`src/sv/cialu_pkg.sv`:
```
package cialu_pkg;

   localparam int unsigned MaxExponentDefault = 15;
   localparam int unsigned PartWidth = 16;
   localparam int unsigned ResWidth = 32;
   localparam int unsigned MagWidth = 24;
   localparam int unsigned ExpWidth = 4;
   localparam int unsigned CmdWidth = 3;

   typedef enum logic [CmdWidth-1:0] {
      CMD_ADD = 3'd0,
      CMD_SUB = 3'd1,
      CMD_MUL = 3'd2,
      CMD_DIV = 3'd3,
      CMD_POW = 3'd4,
      CMD_MAG = 3'd5,
      CMD_RSV6 = 3'd6,
      CMD_RSV7 = 3'd7
   } cmd_type;

   typedef struct packed {
      logic [CmdWidth-1:0]         cmd;
      logic signed [PartWidth-1:0] a_re;
      logic signed [PartWidth-1:0] a_im;
      logic signed [PartWidth-1:0] b_re;
      logic signed [PartWidth-1:0] b_im;
      logic [ExpWidth-1:0]         exponent;
   } req_type;

   typedef struct packed {
      logic signed [ResWidth-1:0] res_re;
      logic signed [ResWidth-1:0] res_im;
      logic [MagWidth-1:0]        magnitude;
      logic                       div_by_zero;
   } rsp_type;

   // control from sequencer to shared multiplier
   typedef struct packed {
      logic                valid;
      logic [ResWidth-1:0] x;
      logic [ResWidth-1:0] y;
   } mul_req_type;

endpackage

```
`src/sv/complex_integer_alu.sv`:
```
// Complex integer ALU.
// Drive req with a request and raise start while busy is low; the request
// is taken at that edge and busy stays high until the result has gone.
// Commands: add, subtract, multiply, divide, power, magnitude.
// One result appears on rsp for one cycle with rsp_valid high; the
// receiver cannot stall, so it must sample rsp at that edge.
// Work done between the accepting edge and the result edge:
//   add, subtract, unknown command, power with exponent 0: result formed at the accepting edge;
//   multiply: four products on the shared
//   32x32 multiplier; power: four products per exponent step;
//   divide: eight products, then two 34-step restoring divisions
//   through one shared divider; divide by zero: the eight products only;
//   magnitude: two products, then 24 bit-pair square root steps.
// One request is in flight at a time; the next one can be taken after
// the result has gone.
// Reset clears the sequencer; busy is low and no result is pending.
// Exponents above MAX_EXPONENT are saturated.
module complex_integer_alu #(
   parameter int unsigned MAX_EXPONENT = cialu_pkg::MaxExponentDefault
) (
   input  logic               clock,
   input  logic               reset,
   input  logic               start,
   output logic               busy,
   input  cialu_pkg::req_type req,
   output logic               rsp_valid,
   output cialu_pkg::rsp_type rsp
);
   import cialu_pkg::*;

   typedef enum logic [7:0] {
      ST_IDLE = 8'b00000001,
      ST_MUL  = 8'b00000010,
      ST_MWT  = 8'b00000100,
      ST_DIV  = 8'b00001000,
      ST_DWT  = 8'b00010000,
      ST_SQRT = 8'b00100000,
      ST_DONE = 8'b01000000,
      ST_ACC  = 8'b10000000
   } state_type;

   state_type   state_ff, state_in;
   cmd_type     cmd_ff;
   logic [31:0] xr_ff, xi_ff, yr_ff, yi_ff;
   logic [1:0]  pidx_ff;
   logic [3:0]  cnt_ff;
   logic        divsel_ff;
   logic [33:0] num_re_ff, num_im_ff;
   logic [32:0] den_ff;
   logic [33:0] q_re_ff;
   logic        neg_re_ff, neg_im_ff;
   logic [47:0] sq_n_ff;
   logic [49:0] sq_r_ff;
   logic [23:0] sq_root_ff;
   logic [4:0]  sq_cnt_ff;
   logic        rsp_valid_ff;
   rsp_type     rsp_ff, rsp_start;
   logic [31:0] prod;
   mul_req_type mreq;
   logic        dstart, ddone;
   logic [33:0] dnum, dquot;
   logic [3:0]  exp_sat;
   logic [31:0] p0_ff, p1_ff, p2_ff;
   logic [49:0] sq_t;
   logic        more_prod, den_zero, last_pow;

   assign exp_sat = (32'(req.exponent) > MAX_EXPONENT) ? 4'(MAX_EXPONENT)
                                                       : req.exponent;

   always_comb begin
      mreq.valid = (state_ff == ST_MUL);
      unique case (pidx_ff)
         2'd0: begin mreq.x = xr_ff; mreq.y = yr_ff; end
         2'd1: begin mreq.x = xi_ff; mreq.y = yi_ff; end
         2'd2: begin mreq.x = xr_ff; mreq.y = yi_ff; end
         default: begin mreq.x = xi_ff; mreq.y = yr_ff; end
      endcase
   end

   cialu_mul u_mul (.clock(clock), .mul_req(mreq), .mul_prod_ff(prod));

   assign dstart = (state_ff == ST_DIV);
   assign dnum   = divsel_ff ? (num_im_ff[33] ? -num_im_ff : num_im_ff)
                             : (num_re_ff[33] ? -num_re_ff : num_re_ff);

   cialu_divider u_div (
      .clock(clock), .reset(reset), .div_start(dstart), .div_num(dnum),
      .div_den(den_ff), .div_done(ddone), .div_quot_ff(dquot)
   );

   assign sq_t = {sq_r_ff[47:0], sq_n_ff[47:46]} - {24'd0, sq_root_ff, 2'b01};

   assign more_prod = (pidx_ff != 2'd3) && !(cmd_ff == CMD_MAG && pidx_ff == 2'd1);
   assign den_zero  = (p0_ff == 32'd0) && (p1_ff == 32'd0);
   assign last_pow  = (cnt_ff == 4'd1);

   always_comb begin
      rsp_start = '0;
      unique case (cmd_type'(req.cmd)) inside
         CMD_ADD: begin
            rsp_start.res_re = 32'(req.a_re) + 32'(req.b_re);
            rsp_start.res_im = 32'(req.a_im) + 32'(req.b_im);
         end
         CMD_SUB: begin
            rsp_start.res_re = 32'(req.a_re) - 32'(req.b_re);
            rsp_start.res_im = 32'(req.a_im) - 32'(req.b_im);
         end
         CMD_POW: rsp_start.res_re = 32'sd1;
         default: ;
      endcase
   end

   always_comb begin
      state_in = state_ff;
      unique case (state_ff)
         ST_IDLE: if (start) begin
            unique case (cmd_type'(req.cmd)) inside
               CMD_MUL, CMD_DIV, CMD_MAG: state_in = ST_MUL;
               CMD_POW: state_in = (exp_sat == 4'd0) ? ST_DONE : ST_MUL;
               default: state_in = ST_DONE;
            endcase
         end
         ST_MUL:  state_in = ST_MWT;
         ST_MWT:  state_in = ST_ACC;
         ST_ACC: begin
            if (more_prod) begin
               state_in = ST_MUL;
            end else if (cmd_ff == CMD_MAG) begin
               state_in = ST_SQRT;
            end else if (cmd_ff == CMD_POW) begin
               state_in = last_pow ? ST_DONE : ST_MUL;
            end else if (cmd_ff == CMD_MUL) begin
               state_in = ST_DONE;
            end else if (!divsel_ff) begin
               state_in = ST_MUL;
            end else begin
               state_in = den_zero ? ST_DONE : ST_DIV;
            end
         end
         ST_DIV:  state_in = ST_DWT;
         ST_DWT:  if (ddone) state_in = divsel_ff ? ST_DONE : ST_DIV;
         ST_SQRT: state_in = (sq_cnt_ff == 5'd0) ? ST_DONE : ST_SQRT;
         ST_DONE: state_in = ST_IDLE;
         default: state_in = ST_IDLE;
      endcase
   end

   always_ff @(posedge clock) begin
      if (reset) begin
         state_ff     <= ST_IDLE;
         rsp_valid_ff <= 1'b0;
      end else begin
         state_ff     <= state_in;
         rsp_valid_ff <= (state_ff == ST_DONE);
         unique case (state_ff)
            ST_IDLE: if (start) begin
               cmd_ff     <= cmd_type'(req.cmd);
               pidx_ff    <= 2'd0;
               rsp_ff     <= rsp_start;
               cnt_ff     <= exp_sat;
               divsel_ff  <= 1'b0;
               sq_cnt_ff  <= 5'd23;
               sq_root_ff <= '0;
               sq_r_ff    <= '0;
               unique case (cmd_type'(req.cmd)) inside
                  CMD_POW: begin
                     xr_ff <= 32'd1; xi_ff <= 32'd0;
                     yr_ff <= 32'(req.a_re); yi_ff <= 32'(req.a_im);
                  end
                  CMD_MAG: begin
                     xr_ff <= 32'(req.a_re); xi_ff <= 32'(req.a_im);
                     yr_ff <= 32'(req.a_re); yi_ff <= 32'(req.a_im);
                  end
                  default: begin
                     xr_ff <= 32'(req.a_re); xi_ff <= 32'(req.a_im);
                     yr_ff <= 32'(req.b_re); yi_ff <= 32'(req.b_im);
                  end
               endcase
            end
            ST_ACC: begin
               unique case (pidx_ff)
                  2'd0: p0_ff <= prod;
                  2'd1: p1_ff <= prod;
                  2'd2: p2_ff <= prod;
                  default: ;
               endcase
               if (more_prod) begin
                  pidx_ff <= pidx_ff + 2'd1;
               end else if (cmd_ff == CMD_MAG) begin
                  sq_n_ff <= {p0_ff + prod, 16'd0};
               end else if (cmd_ff == CMD_POW) begin
                  xr_ff   <= p0_ff - p1_ff;
                  xi_ff   <= p2_ff + prod;
                  cnt_ff  <= cnt_ff - 4'd1;
                  pidx_ff <= 2'd0;
                  if (last_pow) begin
                     rsp_ff.res_re <= p0_ff - p1_ff;
                     rsp_ff.res_im <= p2_ff + prod;
                  end
               end else if (cmd_ff == CMD_MUL) begin
                  rsp_ff.res_re <= p0_ff - p1_ff;
                  rsp_ff.res_im <= p2_ff + prod;
               end else if (!divsel_ff) begin
                  // first pass: a*conj(b) parts; second: |b|^2
                  num_re_ff <= {{2{p0_ff[31]}}, p0_ff} + {{2{p1_ff[31]}}, p1_ff};
                  num_im_ff <= {{2{prod[31]}}, prod} - {{2{p2_ff[31]}}, p2_ff};
                  xr_ff <= yr_ff; xi_ff <= yi_ff;
                  divsel_ff <= 1'b1;
                  pidx_ff <= 2'd0;
               end else begin
                  den_ff <= {1'b0, p0_ff} + {1'b0, p1_ff};
                  divsel_ff <= 1'b0;
                  if (den_zero) begin
                     rsp_ff.div_by_zero <= 1'b1;
                  end else begin
                     neg_re_ff <= num_re_ff[33];
                     neg_im_ff <= num_im_ff[33];
                  end
               end
            end
            ST_DWT: if (ddone) begin
               if (!divsel_ff) begin
                  q_re_ff   <= neg_re_ff ? -dquot : dquot;
                  divsel_ff <= 1'b1;
               end else begin
                  rsp_ff.res_re <= q_re_ff[31:0];
                  rsp_ff.res_im <= neg_im_ff ? -dquot[31:0] : dquot[31:0];
               end
            end
            ST_SQRT: begin
               sq_n_ff <= {sq_n_ff[45:0], 2'b00};
               if (!sq_t[49]) begin
                  sq_r_ff    <= sq_t;
                  sq_root_ff <= {sq_root_ff[22:0], 1'b1};
               end else begin
                  sq_r_ff    <= {sq_r_ff[47:0], sq_n_ff[47:46]};
                  sq_root_ff <= {sq_root_ff[22:0], 1'b0};
               end
               sq_cnt_ff <= sq_cnt_ff - 5'd1;
               if (sq_cnt_ff == 5'd0) begin
                  rsp_ff.magnitude <= !sq_t[49] ? {sq_root_ff[22:0], 1'b1}
                                                : {sq_root_ff[22:0], 1'b0};
               end
            end
            default: ;
         endcase
      end
   end

   assign busy      = (state_ff != ST_IDLE) || rsp_valid_ff;
   assign rsp_valid = rsp_valid_ff;
   assign rsp       = rsp_ff;

   a_one_hot: assert property (@(posedge clock) disable iff (reset)
      $onehot(state_ff)) else $error("state not one-hot");
   a_busy_after_start: assert property (@(posedge clock) disable iff (reset)
      (start && !busy) |=> busy) else $error("busy did not rise");
   a_rsp_single: assert property (@(posedge clock) disable iff (reset)
      rsp_valid |=> !rsp_valid) else $error("double response");
   a_dz_div_only: assert property (@(posedge clock) disable iff (reset)
      (rsp_valid && rsp.div_by_zero) |-> (rsp.res_re == 0 && rsp.res_im == 0))
      else $error("div_by_zero with nonzero result");

endmodule

```
`src/sv/cialu_mul.sv`:
```
module cialu_mul (
   input  logic                     clock,
   input  cialu_pkg::mul_req_type   mul_req,
   output logic [31:0]              mul_prod_ff
);
   import cialu_pkg::*;

   always_ff @(posedge clock) begin
      if (mul_req.valid) begin
         mul_prod_ff <= mul_req.x * mul_req.y;
      end
   end

endmodule

```
`src/sv/cialu_divider.sv`:
```
module cialu_divider (
   input  logic         clock,
   input  logic         reset,
   input  logic         div_start,
   input  logic [33:0]  div_num,
   input  logic [32:0]  div_den,
   output logic         div_done,
   output logic [33:0]  div_quot_ff
);
   import cialu_pkg::*;

   logic [33:0] rem_ff, rem_in;
   logic [33:0] quot_in;
   logic [32:0] den_ff;
   logic [5:0]  count_ff, count_in;
   logic        busy_ff, busy_in;
   logic [34:0] trial;

   assign trial = {rem_ff[33:0], div_quot_ff[33]} - {2'd0, den_ff};
   assign div_done = busy_ff && (count_ff == 6'd0);

   always_comb begin
      rem_in   = rem_ff;
      quot_in  = div_quot_ff;
      count_in = count_ff;
      busy_in  = busy_ff;
      if (div_start) begin
         rem_in   = '0;
         quot_in  = div_num;
         count_in = 6'd34;
         busy_in  = 1'b1;
      end else if (busy_ff && count_ff != 6'd0) begin
         if (!trial[34]) begin
            rem_in  = trial[33:0];
            quot_in = {div_quot_ff[32:0], 1'b1};
         end else begin
            rem_in  = {rem_ff[32:0], div_quot_ff[33]};
            quot_in = {div_quot_ff[32:0], 1'b0};
         end
         count_in = count_ff - 6'd1;
      end else if (div_done) begin
         busy_in = 1'b0;
      end
   end

   always_ff @(posedge clock) begin
      if (reset) begin
         busy_ff  <= 1'b0;
         count_ff <= '0;
      end else begin
         busy_ff  <= busy_in;
         count_ff <= count_in;
      end
      rem_ff      <= rem_in;
      div_quot_ff <= quot_in;
      if (div_start) den_ff <= div_den;
   end

endmodule

```
`config.mk`:
```
export PLATFORM = sky130hd
export DESIGN_NAME = complex_integer_alu
export DESIGN_NICKNAME = d
export VERILOG_FILES = /design/src/sv/cialu_pkg.sv /design/src/sv/complex_integer_alu.sv /design/src/sv/cialu_mul.sv /design/src/sv/cialu_divider.sv
export SDC_FILE = /design/constraint.sdc
export NUM_CORES = 2
export LEC_CHECK = 0
export ABC_AREA = 1
export ABC_CLOCK_PERIOD_IN_PS = 15250
export BUFFER_PORTS_ARGS = -buffer_cell sky130_fd_sc_hd__clkbuf_2
export CAP_MARGIN = 10
export CORE_MARGIN = 1
export CORE_UTILIZATION = 65
export DETAILED_ROUTE_END_ITERATION = 10
export PLACE_DENSITY = 0.83
export RECOVER_POWER = 100
export SLEW_MARGIN = 20
export SYNTH_ARGS = -nofsm -noshare
export SYNTH_HDL_FRONTEND = slang
export SYNTH_SLANG_ARGS = --single-unit
```
`constraint.sdc`:
```
create_clock -name clock -period 15.25 [get_ports clock]
set_input_delay 0.7625 -clock clock [delete_from_list [all_inputs] [get_ports clock]]
set_output_delay 0.7625 -clock clock [all_outputs]
set_load 0.02 [all_outputs]
```
**Word-level counts from Yosys, hierarchy flattened**

Cells that the tools add are included.

- Reduce and logical (&&, ||, !) cells: 43
- Mux-type cells: 98
- Shifts and indexed selects: 0
- Multipliers: 1
- Eq/ne operators: 41
- Add/subtract/negate cells: 20
- Divide/modulo/power cells: 0
- Bitwise operators: 7
- $lt $le $gt $ge: 0

Operators with widths:

| operator | number |
|---|---|
| 32-bit two-way mux | 18 |
| 64-bit two-way mux | 7 |
| 64-bit case mux with 3 select lines | 2 |
| 34-bit two-way mux | 6 |
| 48-bit two-way mux | 4 |
| 32-bit case mux with 2 select lines | 3 |
| 48-bit case mux with 2 select lines | 2 |
| 24-bit case mux with 2 select lines | 2 |
| 32-bit case mux with 3 select lines | 1 |
| 89-bit two-way mux | 1 |
| 7-bit two-way mux | 10 |
| 34-bit negator | 2 |
| 32-bit by 32-bit adder with 33-bit output | 2 |
| 32-bit adder | 2 |
| 32-bit zero test | 2 |
| 32-bit negator | 2 |
| 8-bit case mux with 7 select lines | 1 |
| 50-bit by 26-bit subtractor with 50-bit output | 1 |
| 24-bit two-way mux | 2 |
| 35-bit by 33-bit subtractor with 35-bit output | 1 |
| 16-bit by 16-bit adder with 17-bit output | 2 |
| 16-bit by 16-bit subtractor with 17-bit output | 2 |
| 32-bit by 32-bit subtractor with 33-bit output | 1 |
| 32-bit by 32-bit multiplier with 32-bit output | 1 |
| 56 further kinds | 133 |

- RAM bits: 0
- Memory bits (read-only): 0
- Input port bits: 74
- Memories kept: 0
- Flip-flop bits (word level): 732
- Output and inout bits: 91
- Logic and storage cells: 244
- Bits in latches: 0

**Depth between registers and ports, before layout**

- Depth in word-level cells: 9
- Gate-level depth with buffers: 44

**Cells and area by module**

Synthesis repeated with hierarchy kept, for this count alone.

- Cells, all modules: 8432
- Area, all modules: 64197.8 um^2

Modules (own cells, without submodules):

| module | area an instance (um^2) | instances | cells each | sequential area each (um^2) |
|---|---|---|---|---|
| complex_integer_alu | 39016.2 | 1 | 5014 | 16185.5 |
| cialu_mul | 18108.6 | 1 | 2397 | 960.9 |
| cialu_divider | 7073.0 | 1 | 1021 | 2832.7 |

**Least setup slack after synthesis**

OpenSTA, ideal clock, no wires.

- Kind: register -> register
- Start: reg pidx_ff[0]
- End: reg u_mul.mul_prod_ff[30], data pin
- Path buffers: 4
- Setup slack: 7770 ps
- Library setup time: 258 ps
- Clock period less this slack: 7480 ps
- Stages on the path, launching flop included: 28
- Arrival time: 7222 ps
- Path through: edfxtp_1 buf_6 buf_8 buf_6 buf_2 o21ai_1 clkinv_1 nor2_1 inv_1 fa_1 inv_1 fa_1 inv_1 fa_1 inv_1 fa_1 inv_1 fa_1 fa_1 inv_1 fa_1 fa_1 ha_1 nand2_1 nor2_1 a2111oi_0 nand2_1 xor2_1

- Longest elaborated chain between the ends: 3
- Elaborated cells between the ends (all ways): 5
- Those cells by class: 1 x mul; 2 x eq/ne; 1 x mux; 1 x reduce/logical

Ends and longest elaborated chain:

| element | line | text |
|---|---|---|
| start, declared | complex_integer_alu.sv:45 | `logic [1:0] pidx_ff;` |
| start signal, assigned | complex_integer_alu.sv:188 | `pidx_ff <= pidx_ff + 2'd1;` |
| 2-bit equality test (tied with other cells) | complex_integer_alu.sv:72 | `unique case (pidx_ff)` |
| 64-bit case mux with 3 select lines (*) | complex_integer_alu.sv:72 |  |
| 32-bit by 32-bit multiplier with 32-bit output (*) | cialu_mul.sv:10 | `mul_prod_ff <= mul_req.x * mul_req.y;` |
| end signal, assigned | cialu_mul.sv:10 |  |
| end, declared | cialu_mul.sv:4 | `output logic [31:0] mul_prod_ff` |

Every way passes the cells marked *; elsewhere a longest branch is shown, timed or not.
A chain may end at the register's enable or synchronous reset.

**Worst setup path after layout**

- Start: reg pidx_ff[0]
- End: reg u_mul.mul_prod_ff[27], data pin

The elaborated chain is that of the path after synthesis.

==> impl_metrics.tcl <==
set metrics [dict create \
    status "complete, but fails checks" \
    failed_checks "max-capacitance violations, max-slew violations" \
    port_buffers 164 \
    cts_buffer_depth 3 \
    critPathCaptureType "flop" \
    synthTopCellsByArea "edfxtp_1, fa_1, nand2_1" \
    grt_max_degree 84 \
    report.final.setup_viol 0 \
    tns_ps 0 \
    grt_pass1_wl_um 310000 \
    cts_made_buffers 74 \
    arrival_ps 11190 \
    r2r-start "pidx_ff[0]" \
    crit_path_max_fanout 33 \
    ys_ff_latch 682 \
    hold_viol 0 \
    critPathLaunchType "flop" \
    fmax_mhz 92.8 \
    max_stage_delay_ps 1280 \
    synth_top_cell_by_area "edfxtp_1" \
    cts_setup_buffers 0 \
    drc 0 \
    antenna_left 0 \
    synth_edf_count 632 \
    ys_warn_count 0 \
    fin_skew_ps 63.9 \
    holdBufCountCts 0 \
    place_congestion 1.11 \
    drtIter0Drc 8057 \
    rsz0062_at_grt "false" \
    min_path_type "reg -> reg" \
    post_cts_resized 0 \
    dp_hpwl_um 164000 \
    r2r_end "u_mul.mul_prod_ff[27]" \
    cp.required_ps 15660 \
    drive_gt1_frac 0.0399 \
    path_clk_slew_ps 60 \
    endpoint "u_mul.mul_prod_ff[27]" \
    drt-total-wl_um 207000 \
    initial_utilization 0.660 \
    synth_fp_nets 8181 \
    relSlewSlack -1.87 \
    dr.pass1.iters 9 \
    period_share 0.707 \
    synth_ff_type "edfxtp_1" \
    tightest_slew_ps 4310 \
    fin_nets 8267 \
    yosysUniqueCellTypes 71 \
    wl_per_cell_um 23.9 \
    die_w_um 305 \
    dieHeight_um 305 \
    clkLatencyLatePin_ps 720 \
    cts_tree "done" \
    synthCells 7330 \
    placementRows 110 \
    gr-total-overflow 0 \
    syn_to_final_growth_pct 6.87 \
    syn_area_mm2 0.0598 \
    drv_cap 26 \
    die-area_mm2 0.0932 \
    cts_sinks 682 \
    crit_path_top_delay_cell "clkbuf_1" \
    vias 54311 \
    syn-mean-instance-area_um2 8.15 \
    setup.worst_path.start "pidx_ff[0]" \
    viasPerCell 6.27 \
    yosysSeqAreaShare 0.334 \
    core_mm2 0.0906 \
    drv_slew 1216 \
    synthArstFlopShare 0 \
    synth_top_cell_area_share 0.318 \
    min_period_ps 10780 \
    r2r_slack_ps 4470 \
    clock-root-buffer "clkbuf_16" \
    grt_antenna_before_repair 10 \
    grt_pass1_vias 51625 \
    worstRegToRegCells 30 \
    cp_common_cell "inv_1" \
    io_pins 165 \
    crit_type "reg -> reg" \
    grt_usage 0.443 \
    h-tree-depth 3 \
]
## synthesized netlist by cell type, types with 5 or more instances
master	number
a211oi_1	18
a21boi_0	8
a21boi_1	5
a21o_1	30
a21oi_1	419
a221oi_1	12
a31oi_1	39
and3_1	5
buf_1	15
buf_2	36
buf_6	9
clkbuf_1	133
clkinv_1	18
dfxtp_1	50
edfxtp_1	632
fa_1	394
ha_1	383
inv_1	1244
inv_2	15
nand2_1	1456
nand2_2	10
nand3_1	420
nand3b_1	31
nand4_1	56
nor2_1	806
nor2_2	9
nor3_1	82
nor3_2	8
nor3b_1	6
nor4_1	46
o211ai_1	62
o211ai_2	10
o21a_1	12
o21ai_0	392
o21ai_1	34
o21ai_2	11
o21bai_1	33
o221ai_1	27
o22ai_1	7
o31ai_1	11
or2_1	7
or2_2	31
xnor2_1	63
xor2_1	180
## cell type report
| class | instances | area [um2] |
|---|---|---|
| Sequential cell | 682 | 20000 |
| Tap cell | 1176 | 1470 |
| Clock inverter | 54 | 737 |
| Clock buffer | 84 | 1890 |
| Fill cell | 7149 | 26700 |
| Inverter | 1277 | 4790 |
| Antenna cell | 8 | 20.0 |
| Multi-Input combinational cell | 5172 | 34000 |
| Timing Repair Buffer | 209 | 936 |
## per-stage QoR
step                      hold slack [ps]  setup WS (ps)  std cells   util  area (um2)
after global placement                401           6780       8516  0.680       61600
final                                 413           4470       8662  0.705       63900
after detailed placement              405           6590       8516  0.680       61600
after floorplan                       400           7770       7330      -       59800
after global routing                  414           3830       8654  0.705       63900
after CTS                             326           6550       8654  0.709       64200
## metal layers
metal | vias to the layer above | global-route usage | routed length, um
met5 | - | 0 | 98
met4 | 14 | 0.278 | 16200
met3 | 861 | 0.113 | 25500
met2 | 3754 | 0.657 | 88000
met1 | 25576 | 0.581 | 77100
li1 | 24106 | - | -
## registers in the layout (all words and copies together) (netlist names), 33 cells and up
name,cells
rsp,89
sq_r_ff,48
u_div.div_quot_ff,34
u_div.rem_ff,34
den_ff,33
num_im_ff,33
num_re_ff,33
u_div.den_ff,33
## worst min-delay path by stage
stage | startpoint | to | cells past startpoint | slack (ps)
2_1_floorplan | den_ff[0] | u_div.den_ff[0] | 0 | 400
3_3_place_gp | den_ff[9] | u_div.den_ff[9] | 0 | 400
3_5_place_dp | den_ff[27] | u_div.den_ff[27] | 0 | 400
4_1_cts | req[68] | cmd_ff[0] | 1 | 330
5_1_grt | den_ff[9] | u_div.den_ff[9] | 0 | 410
6_report | den_ff[27] | u_div.den_ff[27] | 0 | 410
## critical path, delay by kind of cell, from the launching register on
family,cells,cell delay [ps]
buffers and inverters,8,2530
XOR/XNOR,1,70
AO/OA/AOI/OAI,4,1760
AND/OR/NAND/NOR,7,1410
adder cells (fa/ha/maj),10,4310
flip-flops,1,350
## kinds of logic after synthesis
family          after synthesis  share of synthesized area
compound gates             1163                      0.113
buf+inv                    1476                     0.0952
xor+xnor                    243                     0.0356
flops                       682                      0.334
fa+ha+maj                   777                      0.212
simple gates               2989                      0.210
## cells in the final DEF (no fill, tap or decap), drive strengths merged, types with 42 or more instances in the layout
cell type	count
nor3	90
xor2	180
nor2	816
nand2	1467
or2	42
ha	383
nand3	423
clkinv	45
o21ai	441
nor4	48
fa	394
clkbuf	276
xnor2	63
edfxtp	632
o211ai	72
inv	1267
dfxtp	50
a21oi	422
nand4	56
Power is left out: the tool's default activity adds up to more than one toggle a clock period on the data nets, which glitch-free logic cannot reach.
